`config.mk`:
```
export PLATFORM = sky130hd
export DESIGN_NAME = bb_frame_deframer_core
export DESIGN_NICKNAME = d
export VERILOG_FILES = /design/src/bbdf_pkg.sv /design/src/bb_frame_deframer_core.sv /design/src/bbdf_ram.sv
export SDC_FILE = /design/constraint.sdc
export NUM_CORES = 1
export LEC_CHECK = 0
export BUFFER_PORTS_ARGS = -buffer_cell sky130_fd_sc_hd__buf_2
export CORE_MARGIN = 1
export CORE_UTILIZATION = 55
export DETAILED_ROUTE_END_ITERATION = 8
export PLACE_DENSITY = 0.8
export SETUP_SLACK_MARGIN = 0.3
export SLEW_MARGIN = 30
export SYNTH_ARGS = -nofsm -noshare
export SYNTH_HDL_FRONTEND = slang
export SYNTH_HIERARCHICAL = 1
export SYNTH_SLANG_ARGS = --single-unit
export TNS_END_PERCENT = 30
```
`constraint.sdc`:
```
create_clock -name clk -period 10.5 [get_ports clk]
set_clock_uncertainty 0.05 [all_clocks]
set_input_delay 1.05 -clock clk [delete_from_list [all_inputs] [get_ports clk]]
set_output_delay 1.05 -clock clk [all_outputs]
set_load 0.01 [all_outputs]
```
`src/bbdf_pkg.sv`:
```
package bbdf_pkg;

	localparam logic [2:0] PH_HUNT = 3'd0;
	localparam logic [2:0] PH_LEN  = 3'd1;
	localparam logic [2:0] PH_HDR  = 3'd2;
	localparam logic [2:0] PH_PAY  = 3'd3;
	localparam logic [2:0] PH_CHK  = 3'd4;
	localparam logic [2:0] PH_CR   = 3'd5;
	localparam logic [2:0] PH_LF   = 3'd6;

	localparam logic [7:0] SYNC_BYTE = 8'h42;
	localparam logic [7:0] CR_BYTE   = 8'h0D;
	localparam logic [7:0] LF_BYTE   = 8'h0A;

	localparam logic [15:0] HDR_LEN      = 16'd43;
	localparam logic [5:0]  HDR_LAST_POS = 6'd42;
	localparam logic [5:0]  CMD_HI_POS   = 6'd31;
	localparam logic [5:0]  CMD_LO_POS   = 6'd32;

	localparam logic [15:0] FWD_CMD_RST = 16'h0081;

	typedef logic [7:0] byte_t;

endpackage

```
`src/bb_frame_deframer_core.sv`:
```
// Receive deframer for 'B''B' frames. Takes one byte per cycle on the in channel;
// the payload is buffered in a MAX_PAYLOAD-entry RAM (one write and one read port)
// and read out one registered word per cycle on the out channel while out_ready allows, once the
// LF byte of a forwarded frame is taken. Input and output run concurrently:
// the input stalls only while a readout is in progress and either a new payload
// byte would land on a buffer entry not yet read, or a new frame's LF arrives
// before the previous readout has been fully issued. Output words carry last on
// the final payload byte, check_ok for the XOR check, and overflow if an oversized
// frame was dropped since the previous forwarded frame.
module bb_frame_deframer_core #(
	parameter int MAX_PAYLOAD = 64
) (
	input  logic                 clk,
	input  logic                 arst_n,
	input  logic                 cfg_wr_en,
	input  logic [15:0]          cfg_wr_data,
	input  logic                 in_valid,
	output logic                 in_ready,
	input  bbdf_pkg::byte_t      rx_byte,
	output logic                 out_valid,
	input  logic                 out_ready,
	output bbdf_pkg::byte_t      out_byte,
	output logic                 last,
	output logic                 check_ok,
	output logic                 overflow
);

	import bbdf_pkg::*;

	localparam int CW = $clog2(MAX_PAYLOAD + 1);
	localparam int AW = (MAX_PAYLOAD > 1) ? $clog2(MAX_PAYLOAD) : 1;

	logic [15:0]   fwd_cmd_q;
	logic [2:0]    phase_q;
	logic          prev_b_q;
	logic [5:0]    pos_q;
	byte_t         flen_q;
	logic [15:0]   cmd_q;
	byte_t         xor_q;
	byte_t         rx_check_q;
	logic [CW-1:0] plen_q;
	logic [CW-1:0] count_q;
	logic          ovf_seen_q;

	logic [CW-1:0] rd_ptr_q;
	logic [CW-1:0] drain_len_q;
	logic          drain_ok_q;
	logic          drain_ov_q;

	logic          s1_valid_s1;
	logic          s1_last_s1;
	logic          s1_ok_s1;
	logic          s1_ov_s1;

	logic          out_valid_q;
	byte_t         out_byte_q;
	logic          out_last_q;
	logic          out_ok_q;
	logic          out_ov_q;

	logic          in_acc;
	logic          draining;
	logic          emit_go;
	logic          out_free;
	logic          rd_issue;
	logic          s1_adv;
	logic          ram_we;
	byte_t         ram_rd_data;
	logic [15:0]   flen_next;
	logic [15:0]   plen16;
	logic [CW-1:0] count_inc;

	assign draining  = (rd_ptr_q != drain_len_q);
	assign emit_go   = (rx_byte == LF_BYTE) && (cmd_q == fwd_cmd_q) && (count_q != '0);
	assign in_ready  = !(draining && (((phase_q == PH_PAY) && !(count_q < rd_ptr_q))
		|| (phase_q == PH_LF)));
	assign in_acc    = in_valid && in_ready;
	assign out_free  = !out_valid_q || out_ready;
	assign rd_issue  = draining && (!s1_valid_s1 || out_free);
	assign s1_adv    = s1_valid_s1 && out_free;
	assign ram_we    = in_acc && (phase_q == PH_PAY);
	assign flen_next = {flen_q, rx_byte};
	assign plen16    = flen_next - HDR_LEN;
	assign count_inc = count_q + CW'(1);

	bbdf_ram #(
		.WIDTH(8),
		.DEPTH(MAX_PAYLOAD)
	) u_buf (
		.clk     (clk),
		.wr_en   (ram_we),
		.wr_addr (count_q[AW-1:0]),
		.wr_data (rx_byte),
		.rd_en   (rd_issue),
		.rd_addr (rd_ptr_q[AW-1:0]),
		.rd_data (ram_rd_data)
	);

	always_ff @(posedge clk or negedge arst_n) begin
		if (!arst_n) begin
			fwd_cmd_q <= FWD_CMD_RST;
		end else if (cfg_wr_en) begin
			fwd_cmd_q <= cfg_wr_data;
		end
	end

	// frame parser
	always_ff @(posedge clk or negedge arst_n) begin
		if (!arst_n) begin
			phase_q    <= PH_HUNT;
			prev_b_q   <= 1'b0;
			pos_q      <= '0;
			flen_q     <= '0;
			cmd_q      <= '0;
			xor_q      <= '0;
			rx_check_q <= '0;
			plen_q     <= '0;
			count_q    <= '0;
			ovf_seen_q <= 1'b0;
		end else if (in_acc) begin
			unique case (phase_q)
				PH_LEN: begin
					xor_q  <= xor_q ^ rx_byte;
					flen_q <= rx_byte;
					pos_q  <= pos_q + 6'd1;
					if (pos_q != '0) begin
						pos_q <= '0;
						if (flen_next < HDR_LEN) begin
							phase_q  <= PH_HUNT;
							prev_b_q <= 1'b0;
						end else if (plen16 > 16'(MAX_PAYLOAD)) begin
							ovf_seen_q <= 1'b1;
							phase_q    <= PH_HUNT;
							prev_b_q   <= 1'b0;
						end else begin
							phase_q <= PH_HDR;
							plen_q  <= plen16[CW-1:0];
						end
					end
				end
				PH_HDR: begin
					xor_q <= xor_q ^ rx_byte;
					if (pos_q == CMD_HI_POS || pos_q == CMD_LO_POS) begin
						cmd_q <= {cmd_q[7:0], rx_byte};
					end
					pos_q <= pos_q + 6'd1;
					if (pos_q == HDR_LAST_POS) begin
						pos_q   <= '0;
						phase_q <= (plen_q == '0) ? PH_CHK : PH_PAY;
					end
				end
				PH_PAY: begin
					xor_q   <= xor_q ^ rx_byte;
					count_q <= count_inc;
					if (count_inc >= plen_q) begin
						phase_q <= PH_CHK;
					end
				end
				PH_CHK: begin
					rx_check_q <= rx_byte;
					phase_q    <= PH_CR;
				end
				PH_CR: begin
					if (rx_byte == CR_BYTE) begin
						phase_q <= PH_LF;
					end else begin
						phase_q  <= PH_HUNT;
						prev_b_q <= 1'b0;
						pos_q    <= '0;
					end
				end
				PH_LF: begin
					if (emit_go) begin
						ovf_seen_q <= 1'b0;
					end
					phase_q  <= PH_HUNT;
					prev_b_q <= 1'b0;
					pos_q    <= '0;
				end
				default: begin
					if (prev_b_q && rx_byte == SYNC_BYTE) begin
						phase_q    <= PH_LEN;
						prev_b_q   <= 1'b0;
						pos_q      <= '0;
						flen_q     <= '0;
						cmd_q      <= '0;
						xor_q      <= '0;
						rx_check_q <= '0;
						count_q    <= '0;
					end else begin
						phase_q  <= PH_HUNT;
						prev_b_q <= (rx_byte == SYNC_BYTE);
					end
				end
			endcase
		end
	end

	// buffer readout
	always_ff @(posedge clk or negedge arst_n) begin
		if (!arst_n) begin
			rd_ptr_q    <= '0;
			drain_len_q <= '0;
			drain_ok_q  <= 1'b0;
			drain_ov_q  <= 1'b0;
			s1_valid_s1 <= 1'b0;
			s1_last_s1  <= 1'b0;
			s1_ok_s1    <= 1'b0;
			s1_ov_s1    <= 1'b0;
			out_valid_q <= 1'b0;
			out_last_q  <= 1'b0;
			out_ok_q    <= 1'b0;
			out_ov_q    <= 1'b0;
		end else begin
			if (in_acc && phase_q == PH_LF && emit_go) begin
				rd_ptr_q    <= '0;
				drain_len_q <= count_q;
				drain_ok_q  <= (rx_check_q == xor_q);
				drain_ov_q  <= ovf_seen_q;
			end else if (rd_issue) begin
				rd_ptr_q <= rd_ptr_q + CW'(1);
			end

			if (rd_issue) begin
				s1_valid_s1 <= 1'b1;
				s1_last_s1  <= (rd_ptr_q == drain_len_q - CW'(1));
				s1_ok_s1    <= drain_ok_q;
				s1_ov_s1    <= drain_ov_q;
			end else if (s1_adv) begin
				s1_valid_s1 <= 1'b0;
			end

			if (s1_adv) begin
				out_valid_q <= 1'b1;
				out_last_q  <= s1_last_s1;
				out_ok_q    <= s1_ok_s1;
				out_ov_q    <= s1_ov_s1;
			end else if (out_ready) begin
				out_valid_q <= 1'b0;
			end
		end
	end

	always_ff @(posedge clk) begin
		if (s1_adv) begin
			out_byte_q <= ram_rd_data;
		end
	end

	assign out_valid = out_valid_q;
	assign out_byte  = out_byte_q;
	assign last      = out_last_q;
	assign check_ok  = out_ok_q;
	assign overflow  = out_ov_q;

`ifndef SYNTHESIS
	a_ptr_bound: assert property (@(posedge clk) disable iff (!arst_n)
		rd_ptr_q <= drain_len_q)
		else $error("read pointer beyond readout length");

	a_no_overwrite: assert property (@(posedge clk) disable iff (!arst_n)
		(ram_we && draining) |-> (count_q < rd_ptr_q))
		else $error("payload write on an unread buffer entry");

	a_wr_in_range: assert property (@(posedge clk) disable iff (!arst_n)
		ram_we |-> (count_q < CW'(MAX_PAYLOAD)))
		else $error("payload write beyond buffer");

	a_stall_cause: assert property (@(posedge clk) disable iff (!arst_n)
		!in_ready |-> (draining && (phase_q == PH_PAY || phase_q == PH_LF)))
		else $error("input stalled without a readout conflict");

	a_last_ends_drain: assert property (@(posedge clk) disable iff (!arst_n)
		(rd_issue && rd_ptr_q == drain_len_q - CW'(1)) |=> !draining)
		else $error("readout continues after last word");
`endif

endmodule

```
`src/bbdf_ram.sv`:
```
module bbdf_ram #(
	parameter int WIDTH = 8,
	parameter int DEPTH = 64,
	parameter int AW    = (DEPTH > 1) ? $clog2(DEPTH) : 1
) (
	input  logic             clk,
	input  logic             wr_en,
	input  logic [AW-1:0]    wr_addr,
	input  logic [WIDTH-1:0] wr_data,
	input  logic             rd_en,
	input  logic [AW-1:0]    rd_addr,
	output logic [WIDTH-1:0] rd_data
);

	logic [WIDTH-1:0] mem_q [DEPTH];

	always_ff @(posedge clk) begin
		if (wr_en) begin
			mem_q[wr_addr] <= wr_data;
		end
		if (rd_en) begin
			rd_data <= mem_q[rd_addr];
		end
	end

endmodule

```
# Word level (Yosys, flattened, before mapping)
# Memories as Yosys holds them, arrays and structs flattened. A register that Yosys moved wholly into a read port is not among the register bits.
# Index checks and enable logic that the tools add are counted.
dict set report word_totals {
  elab_cells 161
  mem_count 1
  regBits 113
  mem_bits_rw 512
}
dict set report classes {
  n_bitwise 10
  order_cmp 4
  n_reduce_logical 50
  eq_ne 25
  mux 42
  n_addsub 5
}
# memory words word_bits read_ports rd_clocked_by_memory_dff write_ports line
set memory_table {}
lappend memory_table {u_buf.mem_q 64 8 1 1 1 bbdf_ram.sv:15} ;# logic [WIDTH-1:0] mem_q [DEPTH];
# operator n
set ops {}
lappend ops {{one-hot mux 8 bit (2 select lines)} 3}
lappend ops {{two-way mux 16 bit} 2}
lappend ops {{one-hot mux 16 bit (2 select lines)} 1}
lappend ops {{one-hot mux 6 bit (5 select lines)} 1}
lappend ops {{two-way mux 6 bit} 4}
lappend ops {{two-way mux 7 bit} 3}
lappend ops {{OR reduction 5 bit} 4}
lappend ops {{one-hot mux 3 bit (6 select lines)} 1}
lappend ops {{nonzero test 2 bit} 9}
lappend ops {{== test 16 bit} 1}
lappend ops {{== test 8 x 4 -> 1 bit (second input constant)} 2}
lappend ops {{greater-than comparator 16 x 7 -> 1 bit (second input constant)} 1}
lappend ops {{< comparator 16 x 6 -> 1 bit (second input constant)} 1}
lappend ops {{two-way mux 1 bit} 16}
lappend ops {{subtractor 16 x 6 -> 16 bit (second input constant)} 1}
lappend ops {{two-way mux 3 bit} 5}
lappend ops {{adder 7 x 1 -> 7 bit (second input constant)} 2}
lappend ops {{inequality test 2 bit (second input constant)} 7}
lappend ops {{one-hot mux 7 bit (2 select lines)} 1}
lappend ops {{== test 6 bit (second input constant)} 2}
lappend ops {{AND reduction 3 bit} 4}
lappend ops {{AND reduction 4 bit} 3}
lappend ops {{logical AND 1 bit} 11}
lappend ops {{AND reduction 5 bit} 2}
lappend ops {{other kinds (29)} 49}

# Longest topological paths before layout
# Gate-level depths: netlist (run 1).
dict set report depth {
  word_depth 10
  mapped_depth 13
}

# Cells and area by module
# Netlist (run 1), hierarchy kept.
# mod n_inst area_per_inst_um2 cells_per_inst
set modules_own_cells {}
lappend modules_own_cells {bbdf_ram 1 20317.0 967}
lappend modules_own_cells {bb_frame_deframer_core 1 6341.1 636}

# Least setup slack after synthesis (run 1)
# Ideal clock, no wire load.
dict set report synth_path {
  path_type {reg2reg}
  from {reg rd_ptr_q[5]}
  to {mem u_buf.mem_q[42][0] (enable)}
  required_ps 10067
  n_path_buf 3
  stages_incl_launch_ff 13
  setup_ps 383
  t_arrival_ps 3368
  path_slack_ps 6698
  cell_sequence {dfrtp_1 -> clkbuf_1 -> inv_1 -> ha_1 -> a21o_1 -> a211oi_1 -> o31ai_1 -> a21o_1 -> buf_2 -> nor2_1 -> clkbuf_1 -> nand4b_1 -> nor3_1}
}
dict set report synth_via {
  elab_chain_cells 10
  word_cells_on_any_way 11
  cone_classes {order compare: 1; eq/ne: 1; mux: 2; reduce/logical: 7}
}
# element line
set synth_lines {}
lappend synth_lines {{from (decl)} bb_frame_deframer_core.sv:45} ;# logic [CW-1:0] rd_ptr_q;
lappend synth_lines {{from (signal assigned)} bb_frame_deframer_core.sv:221} ;# rd_ptr_q <= rd_ptr_q + CW'(1);
lappend synth_lines {{< comparator 7 bit} bb_frame_deframer_core.sv:75} ;# assign in_ready = !(draining && (((phase_q == PH_PAY) && !(count_q < rd_ptr_q))
lappend synth_lines {{zero test 1 bit} bb_frame_deframer_core.sv:75}
lappend synth_lines {{logical AND 1 bit} bb_frame_deframer_core.sv:75}
lappend synth_lines {{logical OR 1 bit} bb_frame_deframer_core.sv:76} ;# || (phase_q == PH_LF)));
lappend synth_lines {{logical AND 1 bit (*)} bb_frame_deframer_core.sv:75}
lappend synth_lines {{zero test 1 bit (*)} bb_frame_deframer_core.sv:75}
lappend synth_lines {{logical AND 1 bit (*)} bb_frame_deframer_core.sv:77} ;# assign in_acc = in_valid && in_ready;
lappend synth_lines {{logical AND 1 bit (*)} bb_frame_deframer_core.sv:81} ;# assign ram_we = in_acc && (phase_q == PH_PAY);
lappend synth_lines {{via ram_we} bb_frame_deframer_core.sv:67} ;# logic ram_we;
lappend synth_lines {{two-way mux 1 bit (*)} bbdf_ram.sv:18} ;# if (wr_en) begin
lappend synth_lines {{two-way mux 1 bit (not written as such) (*)} bbdf_ram.sv:19} ;# mem_q[wr_addr] <= wr_data;
lappend synth_lines {{to (decl)} bbdf_ram.sv:15}
# Mark *: on every way through the listed nets, which the timed path passes. The rest lies on a longest branch.

# Final worst setup path (run 1)
dict set report layout_path {
  from {reg rd_ptr_q[1]}
  to {mem u_buf.mem_q[30][2] (enable)}
}
# Same word-level chain as after synthesis.

==> results of run 1 <==
[worst max-delay path: cells and delay by family (launching register included)]
family	cells	cell delay [ps]
flops	1	990
buf+inv	2	390
compound gates	3	950
fa+ha+maj	1	310
simple gates	4	1560
[per-layer routing]
metal  routed length, um  share of wire (%)
met5                  13              0.021
met4                2180                3.5
met3                6170                 10
met2               29800                 48
met1               23500                 38
[flip-flops by register name (all words and copies together) (netlist names), 3 cells and up]
signal	flops
plen_q	7
fwd_cmd_q	16
xor_q	8
rd_ptr_q	7
out_byte	8
phase_q	3
pos_q	6
rx_check_q	8
u_buf/mem_q	512
u_buf/rd_data	8
count_q	7
drain_len_q	7
cmd_q	16
flen_q	8
[power by group]
part           total (W)  leakage (nW)  internal, W  switching, W
clock network    0.00219         0.970      0.00127      0.000922
logic            0.00156          3.03     0.000689      0.000871
registers        0.00291          6.00      0.00279      0.000121
total            0.00666          9.99      0.00475       0.00192
[cells by family (layout without fill, tap and decap cells)]
family	count (synthesis)	after routing	synth area share [%]
fa+ha+maj	24	24	1.13
buf+inv	134	226	2.49
simple gates	367	367	6.94
compound gates	193	193	5.10
mux	196	196	13.1
flops	633	633	69.3
xor+xnor	56	56	1.87
[cell usage in the layout, fill, tap and decap left out, drive strengths merged, types with 4 or more instances in the layout]
| master | netlist | layout |
|---|---|---|
| mux2 | 35 | 35 |
| nand3 | 43 | 43 |
| nor2b | 16 | 16 |
| xnor2 | 41 | 41 |
| nand4 | 23 | 23 |
| o221ai | 6 | 6 |
| mux2i | 42 | 42 |
| a211oi | 8 | 8 |
| a31o | 4 | 4 |
| nand3b | 8 | 8 |
| clkinv | 1 | 26 |
| a221o | 5 | 5 |
| nor2 | 103 | 103 |
| bufinv | 0 | 9 |
| buf | 39 | 64 |
| a22o | 6 | 6 |
| nor3 | 38 | 38 |
| nand2 | 78 | 78 |
| inv | 51 | 53 |
| clkbuf | 43 | 71 |
| xor2 | 15 | 15 |
| or3 | 4 | 4 |
| mux4 | 119 | 119 |
| nor4 | 5 | 5 |
| nand2b | 20 | 20 |
| a22oi | 20 | 20 |
| dfrtp | 103 | 103 |
| a2111oi | 8 | 8 |
| a21oi | 25 | 25 |
| o22ai | 19 | 19 |
| o21ai | 53 | 53 |
| ha | 24 | 24 |
| and2 | 5 | 5 |
| edfxtp | 528 | 528 |
| a21o | 6 | 6 |
| a31oi | 9 | 9 |
[metrics by stage]
stage	setup slack, ps	hold slack (ps)	instance area, um2	power, W	utilization, %
final	5880	369	29400	0.00666	61.5
after CTS	5780	370	29300	0.00667	61.4
after floorplan	6700	350	26700	0.00407	-
after global placement	5930	355	27400	0.00446	57.3
after global routing	5540	385	29400	0.00686	61.5
after detailed placement	5840	355	27400	0.00450	57.3
[final cells by class]
| cell class | count | area share [%] |
|---|---|---|
| repair buffers | 64 | 1.34 |
| inverters | 52 | 0.664 |
| clock inverters | 39 | 1.48 |
| clock buffers | 71 | 5.25 |
| well taps | 615 | 2.62 |
| flip-flops and latches | 633 | 62.9 |
| multi-input cells | 836 | 25.7 |
[worst max-delay path by stage]
stage | to | slack [ps]
2_1_floorplan | u_buf/mem_q[42][0] | 6700
3_3_place_gp | u_buf/mem_q[58][0] | 5930
3_5_place_dp | u_buf/mem_q[58][2] | 5840
4_1_cts | u_buf/mem_q[58][1] | 5780
5_1_grt | u_buf/mem_q[54][1] | 5540
6_report | u_buf/mem_q[30][2] | 5880
==> impl_metrics.tcl, run 1 <==
set metrics [dict create \
    status "completed" \
    power_density_nw_per_um2 227 \
    vias 15075 \
    worstSetupPathType "reg -> reg" \
    start_util_pct 55.8 \
    syn_to_final_growth_pct 10.2 \
    yosys_warnings 6 \
    htree_levels 2 \
    fmax_mhz 216 \
    maxCapViolations 0 \
    synth_seq_cells 633 \
    busiest_layer "met2" \
    maxSlewViolCount 0 \
    min_path_type "reg -> reg" \
    r2r_start "rd_ptr_q[1]" \
    clock_path_buffers 3 \
    rsz0062_at_grt "false" \
    reg2reg_slack_ps 5880 \
    antenna_found_initial 2 \
    io_buffers 41 \
    ff_latch_area_um2 18500 \
    first_iter_violations 1788 \
    worstPathRequired_ps 10710 \
    cts_resized 0 \
    leakage_nw 9.99 \
    dieArea_um2 49400 \
    ys_top_cells_by_count "edfxtp_1 (528), mux4_2 (119), dfrtp_1 (103)" \
    setup.worst_path.start "rd_ptr_q[1]" \
    num_rows 80 \
    path_cells "inv_1 > ha_1 > a2111oi_0 > o31ai_1 > a21o_1 > nor2_1 > buf_4 > nor2b_1 > nand3_1 > nor2_1" \
    drtAntennaViolNets 0 \
    ios 42 \
    clk_pin_slew_ps 70 \
    critPathLaunchType "flip-flop" \
    cpPeakStageDelay_ps 990 \
    grt_use_total_pct 25.5 \
    crit_path_end_kind "flip-flop" \
    crit_slowest_cell "dfrtp_4" \
    cts-root-buf "clkbuf_16" \
    ys.flop_type "edfxtp_1" \
    multiInputGateArea_um2 7560 \
    cts_setup_buffers 0 \
    layoutNonFillerInstCount 2310 \
    drive_gt1_share_pct 20.7 \
    grt_pass1_wl_um 93200 \
    diodes 0 \
    synthTopCellsByArea "edfxtp_1 (59%), mux4_2 (10%), dfrtp_1 (9.7%)" \
    hold_depth 0 \
    cts_tree "yes" \
    synth_cells 1603 \
    layout_min_cycle_time_ps 4620 \
    use_met3_pct 4.70 \
    drc 0 \
    die_w_um 222 \
    worstMarginPinSlew_ps 908 \
    r2r-end "u_buf/mem_q[30][2]" \
    grt_max_degree 115 \
    grt_pass1_vias 14840 \
    synth-async-reset-ratio_pct 16.6 \
    cp_max_fo 57 \
    grt_use_met2_pct 40.9 \
    core_um2 47700 \
    yosys.area.top_type_share_pct 59.5 \
    worstSkewPairLatency_ps 630 \
    seq_area_frac_synth_pct 69.3 \
    die_h_um 222 \
    post-place-cells 2200 \
    cts_hold_buf 0 \
    min_period_over_period_pct 44.0 \
    wirelength_um 61700 \
    setup_violations 0 \
    numClockSinks 633 \
    numCtsBuffers 59 \
    synth-edff-count 528 \
    tns_ps 0 \
    synth_top_cell_by_area "edfxtp_1" \
    grt.overflow.total 0 \
    hold_end "out_byte[6]" \
    max_slew_margin_pct 39.4 \
    place_congestion 0.890 \
    critPathArrivalTime_ps 4830 \
    grt_util_met1_pct 35.1 \
    irDropWorstVdd_mv 0.261 \
    crit_top_cell "nor2_1" \
    first_pass_iters 8 \
    nets 1699 \
    avgSynthCellArea_um2 16.6 \
    dp_hpwl_um 38100 \
    wl_per_cell_um 26.7 \
    synth_most_common_cell "edfxtp_1" \
    syn_area_um2 26700 \
    synth_fp_nets 1656 \
    ys_types 82 \
    reg2reg_depth 10 \
    fill_cells 3220 \
    hold_start "u_buf/rd_data[6]" \
    hold_viol 0 \
    vias_per_cell 6.53 \
]
Power figures use the tool's default switching activity.
==> run 2: changes to the inputs <==
--- a/config.mk
+++ b/config.mk
@@ -9,7 +9,7 @@
 export CORE_MARGIN = 1
 export CORE_UTILIZATION = 55
 export DETAILED_ROUTE_END_ITERATION = 8
-export PLACE_DENSITY = 0.8
+export PLACE_DENSITY = 0.83
 export SETUP_SLACK_MARGIN = 0.3
 export SLEW_MARGIN = 30
 export SYNTH_ARGS = -nofsm -noshare
==> constraint.sdc (replaced) <==
create_clock -name clk -period 3.91 [get_ports clk]
set_clock_uncertainty 0.05 [all_clocks]
set_input_delay 0.391 -clock clk [delete_from_list [all_inputs] [get_ports clk]]
set_output_delay 0.391 -clock clk [all_outputs]
set_load 0.01 [all_outputs]
==> impl_metrics.tcl, run 2 (synthesized netlist as in run 1, its figures left out) <==
set metrics [dict create \
    status "completed" \
    maxSlewViolCount 0 \
    dieArea_um2 49400 \
    final_cell_mix "edfxtp_1 (528), mux4_2 (119), dfrtp_1 (100)" \
    wirelength_um 65000 \
    first_pass_iters 5 \
    place_congestion 0.892 \
    start_util_pct 55.8 \
    clock_path_buffers 3 \
    syn_to_final_growth_pct 13.2 \
    internal_power_w 0.0128 \
    p_sw_share_pct 29.1 \
    drtAntennaViolNets 0 \
    max_slew_margin_pct 38.5 \
    wl_per_cell_um 27.0 \
    maxCapViolations 0 \
    worstSkewPairLatency_ps 620 \
    largest_reg_flops 512 \
    dp_hpwl_um 38700 \
    seq_power_share_pct 42.0 \
    worstMarginPinSlew_ps 922 \
    reg2reg_slack_ps 440 \
    largestRegisters "u_buf/mem_q x512, cmd_q x16, fwd_cmd_q x16" \
    grt_pass1_vias 15802 \
    cts-root-buf "clkbuf_16" \
    die_h_um 222 \
    min_period_over_period_pct 88.8 \
    power_frac_comb_pct 25.1 \
    cts_tree "yes" \
    largest-register "u_buf/mem_q" \
    power_density_nw_per_um2 600 \
    drive_gt1_share_pct 23.8 \
    drc 0 \
    p_sw_w 0.00526 \
    first_iter_violations 1987 \
    irDropWorstVdd_mv 0.460 \
    grt_use_total_pct 26.6 \
    crit_path_end_kind "flip-flop" \
    grt_pass1_wl_um 97400 \
    htree_levels 2 \
    hold_viol 0 \
    cp_max_fo 8 \
    setup_violations 0 \
    core_um2 47700 \
    tns_ps 0 \
    vias_per_cell 6.53 \
    vias 15700 \
    rsz0062_at_grt "true" \
    fmax_mhz 288 \
    numCtsBuffers 59 \
    antenna_found_initial 2 \
    critPathLaunchType "flip-flop" \
    io_buffers 41 \
    ios 42 \
    critPathArrivalTime_ps 3650 \
    layout_min_cycle_time_ps 3470 \
    die_w_um 222 \
    grt.overflow.total 0 \
    grt_max_degree 73 \
    hold_ws_ps 142 \
    clock_power_share_pct 32.8 \
    total_power_w 0.0181 \
    worstPathRequired_ps 4090 \
    worstSetupPathType "reg -> reg" \
    nets 1793 \
    layout_commonest_cell "edfxtp_1" \
    min_path_type "in -> reg" \
    numClockSinks 633 \
    leakage_nw 10.5 \
    clk_pin_slew_ps 60 \
    num_rows 80 \
]
## run 2: cell types whose count changed in the layout (fill, tap and decap cells not counted), sizes merged
cell	before	now
inv	53	52
clkinv	26	22
diode	0	3
clkinvlp	3	5
clkbuf	71	73
dlygate4sd3	0	18
buf	64	140
## run 2: through the flow
step / setup slack, ps / instances / util [%] / cell area, um2
after global placement: 334 / 2275 / 58.5 / 27900
after floorplan: 108 / 1603 / - / 26700
after detailed placement: 183 / 2275 / 58.5 / 27900
after global routing: 293 / 2405 / 63.2 / 30200
final: 440 / 2406 / 63.2 / 30200
after CTS: 343 / 2402 / 63.1 / 30100
## run 2: what timing repair did
action	CTS	global route
hold buffers	18	0
resized for setup	2	7
pin swaps	0	1
buffers inserted	0	1
endpoints found under the hold margin	40	0
endpoints found under the setup margin	97	202
gates cloned	0	0
## run 2: layout make-up
cell class	instances	area [um2]
diodes	3	7.51
clock buffers	73	1560
clock inverters	36	440
fillers	3066	17600
inverters	52	195
multi-input cells	836	7550
flip-flops and latches	633	18500
well taps	615	769
repair buffers	158	1150
## run 2: final timing paths
check,from,endpoint,cells after the start
max in group asynchronous,arst_n,xor_q[0],3
setup reg to reg,rd_ptr_q[5],u_buf/mem_q[49][1],9
hold reg to reg,u_buf/rd_data[1],out_byte[1],0
setup / recovery,rd_ptr_q[5],u_buf/mem_q[49][1],9
min in group asynchronous,arst_n,fwd_cmd_q[4],2
hold / removal,rx_byte[0],flen_q[0],3
## run 2: power by group through the flow
stage	logic (W)	registers [W]	clock network (W)
global route	0.00475	0.00762	0.00622
global placement	0.00424	0.00773	0
CTS	0.00447	0.00760	0.00598
detailed placement	0.00436	0.00774	0
floorplan	0.00321	0.00772	0
finish	0.00454	0.00760	0.00594
## run 2: routing by layer
metal  share of wire, %  global-route usage (%)
met5                  0                       0
met4                4.6                    12.9
met3                9.6                    5.00
met2                 49                    42.8
met1                 37                    35.3
## run 2: critical path: stages (launching register included)
cell and delay [ps]:
dfrtp_1 450, inv_1 120, ha_1 310, a21o_1 190, a211oi_1 260, o31ai_1 190, a21o_1 230, nor2_4 220
nand3_1 360, nor2_1 690
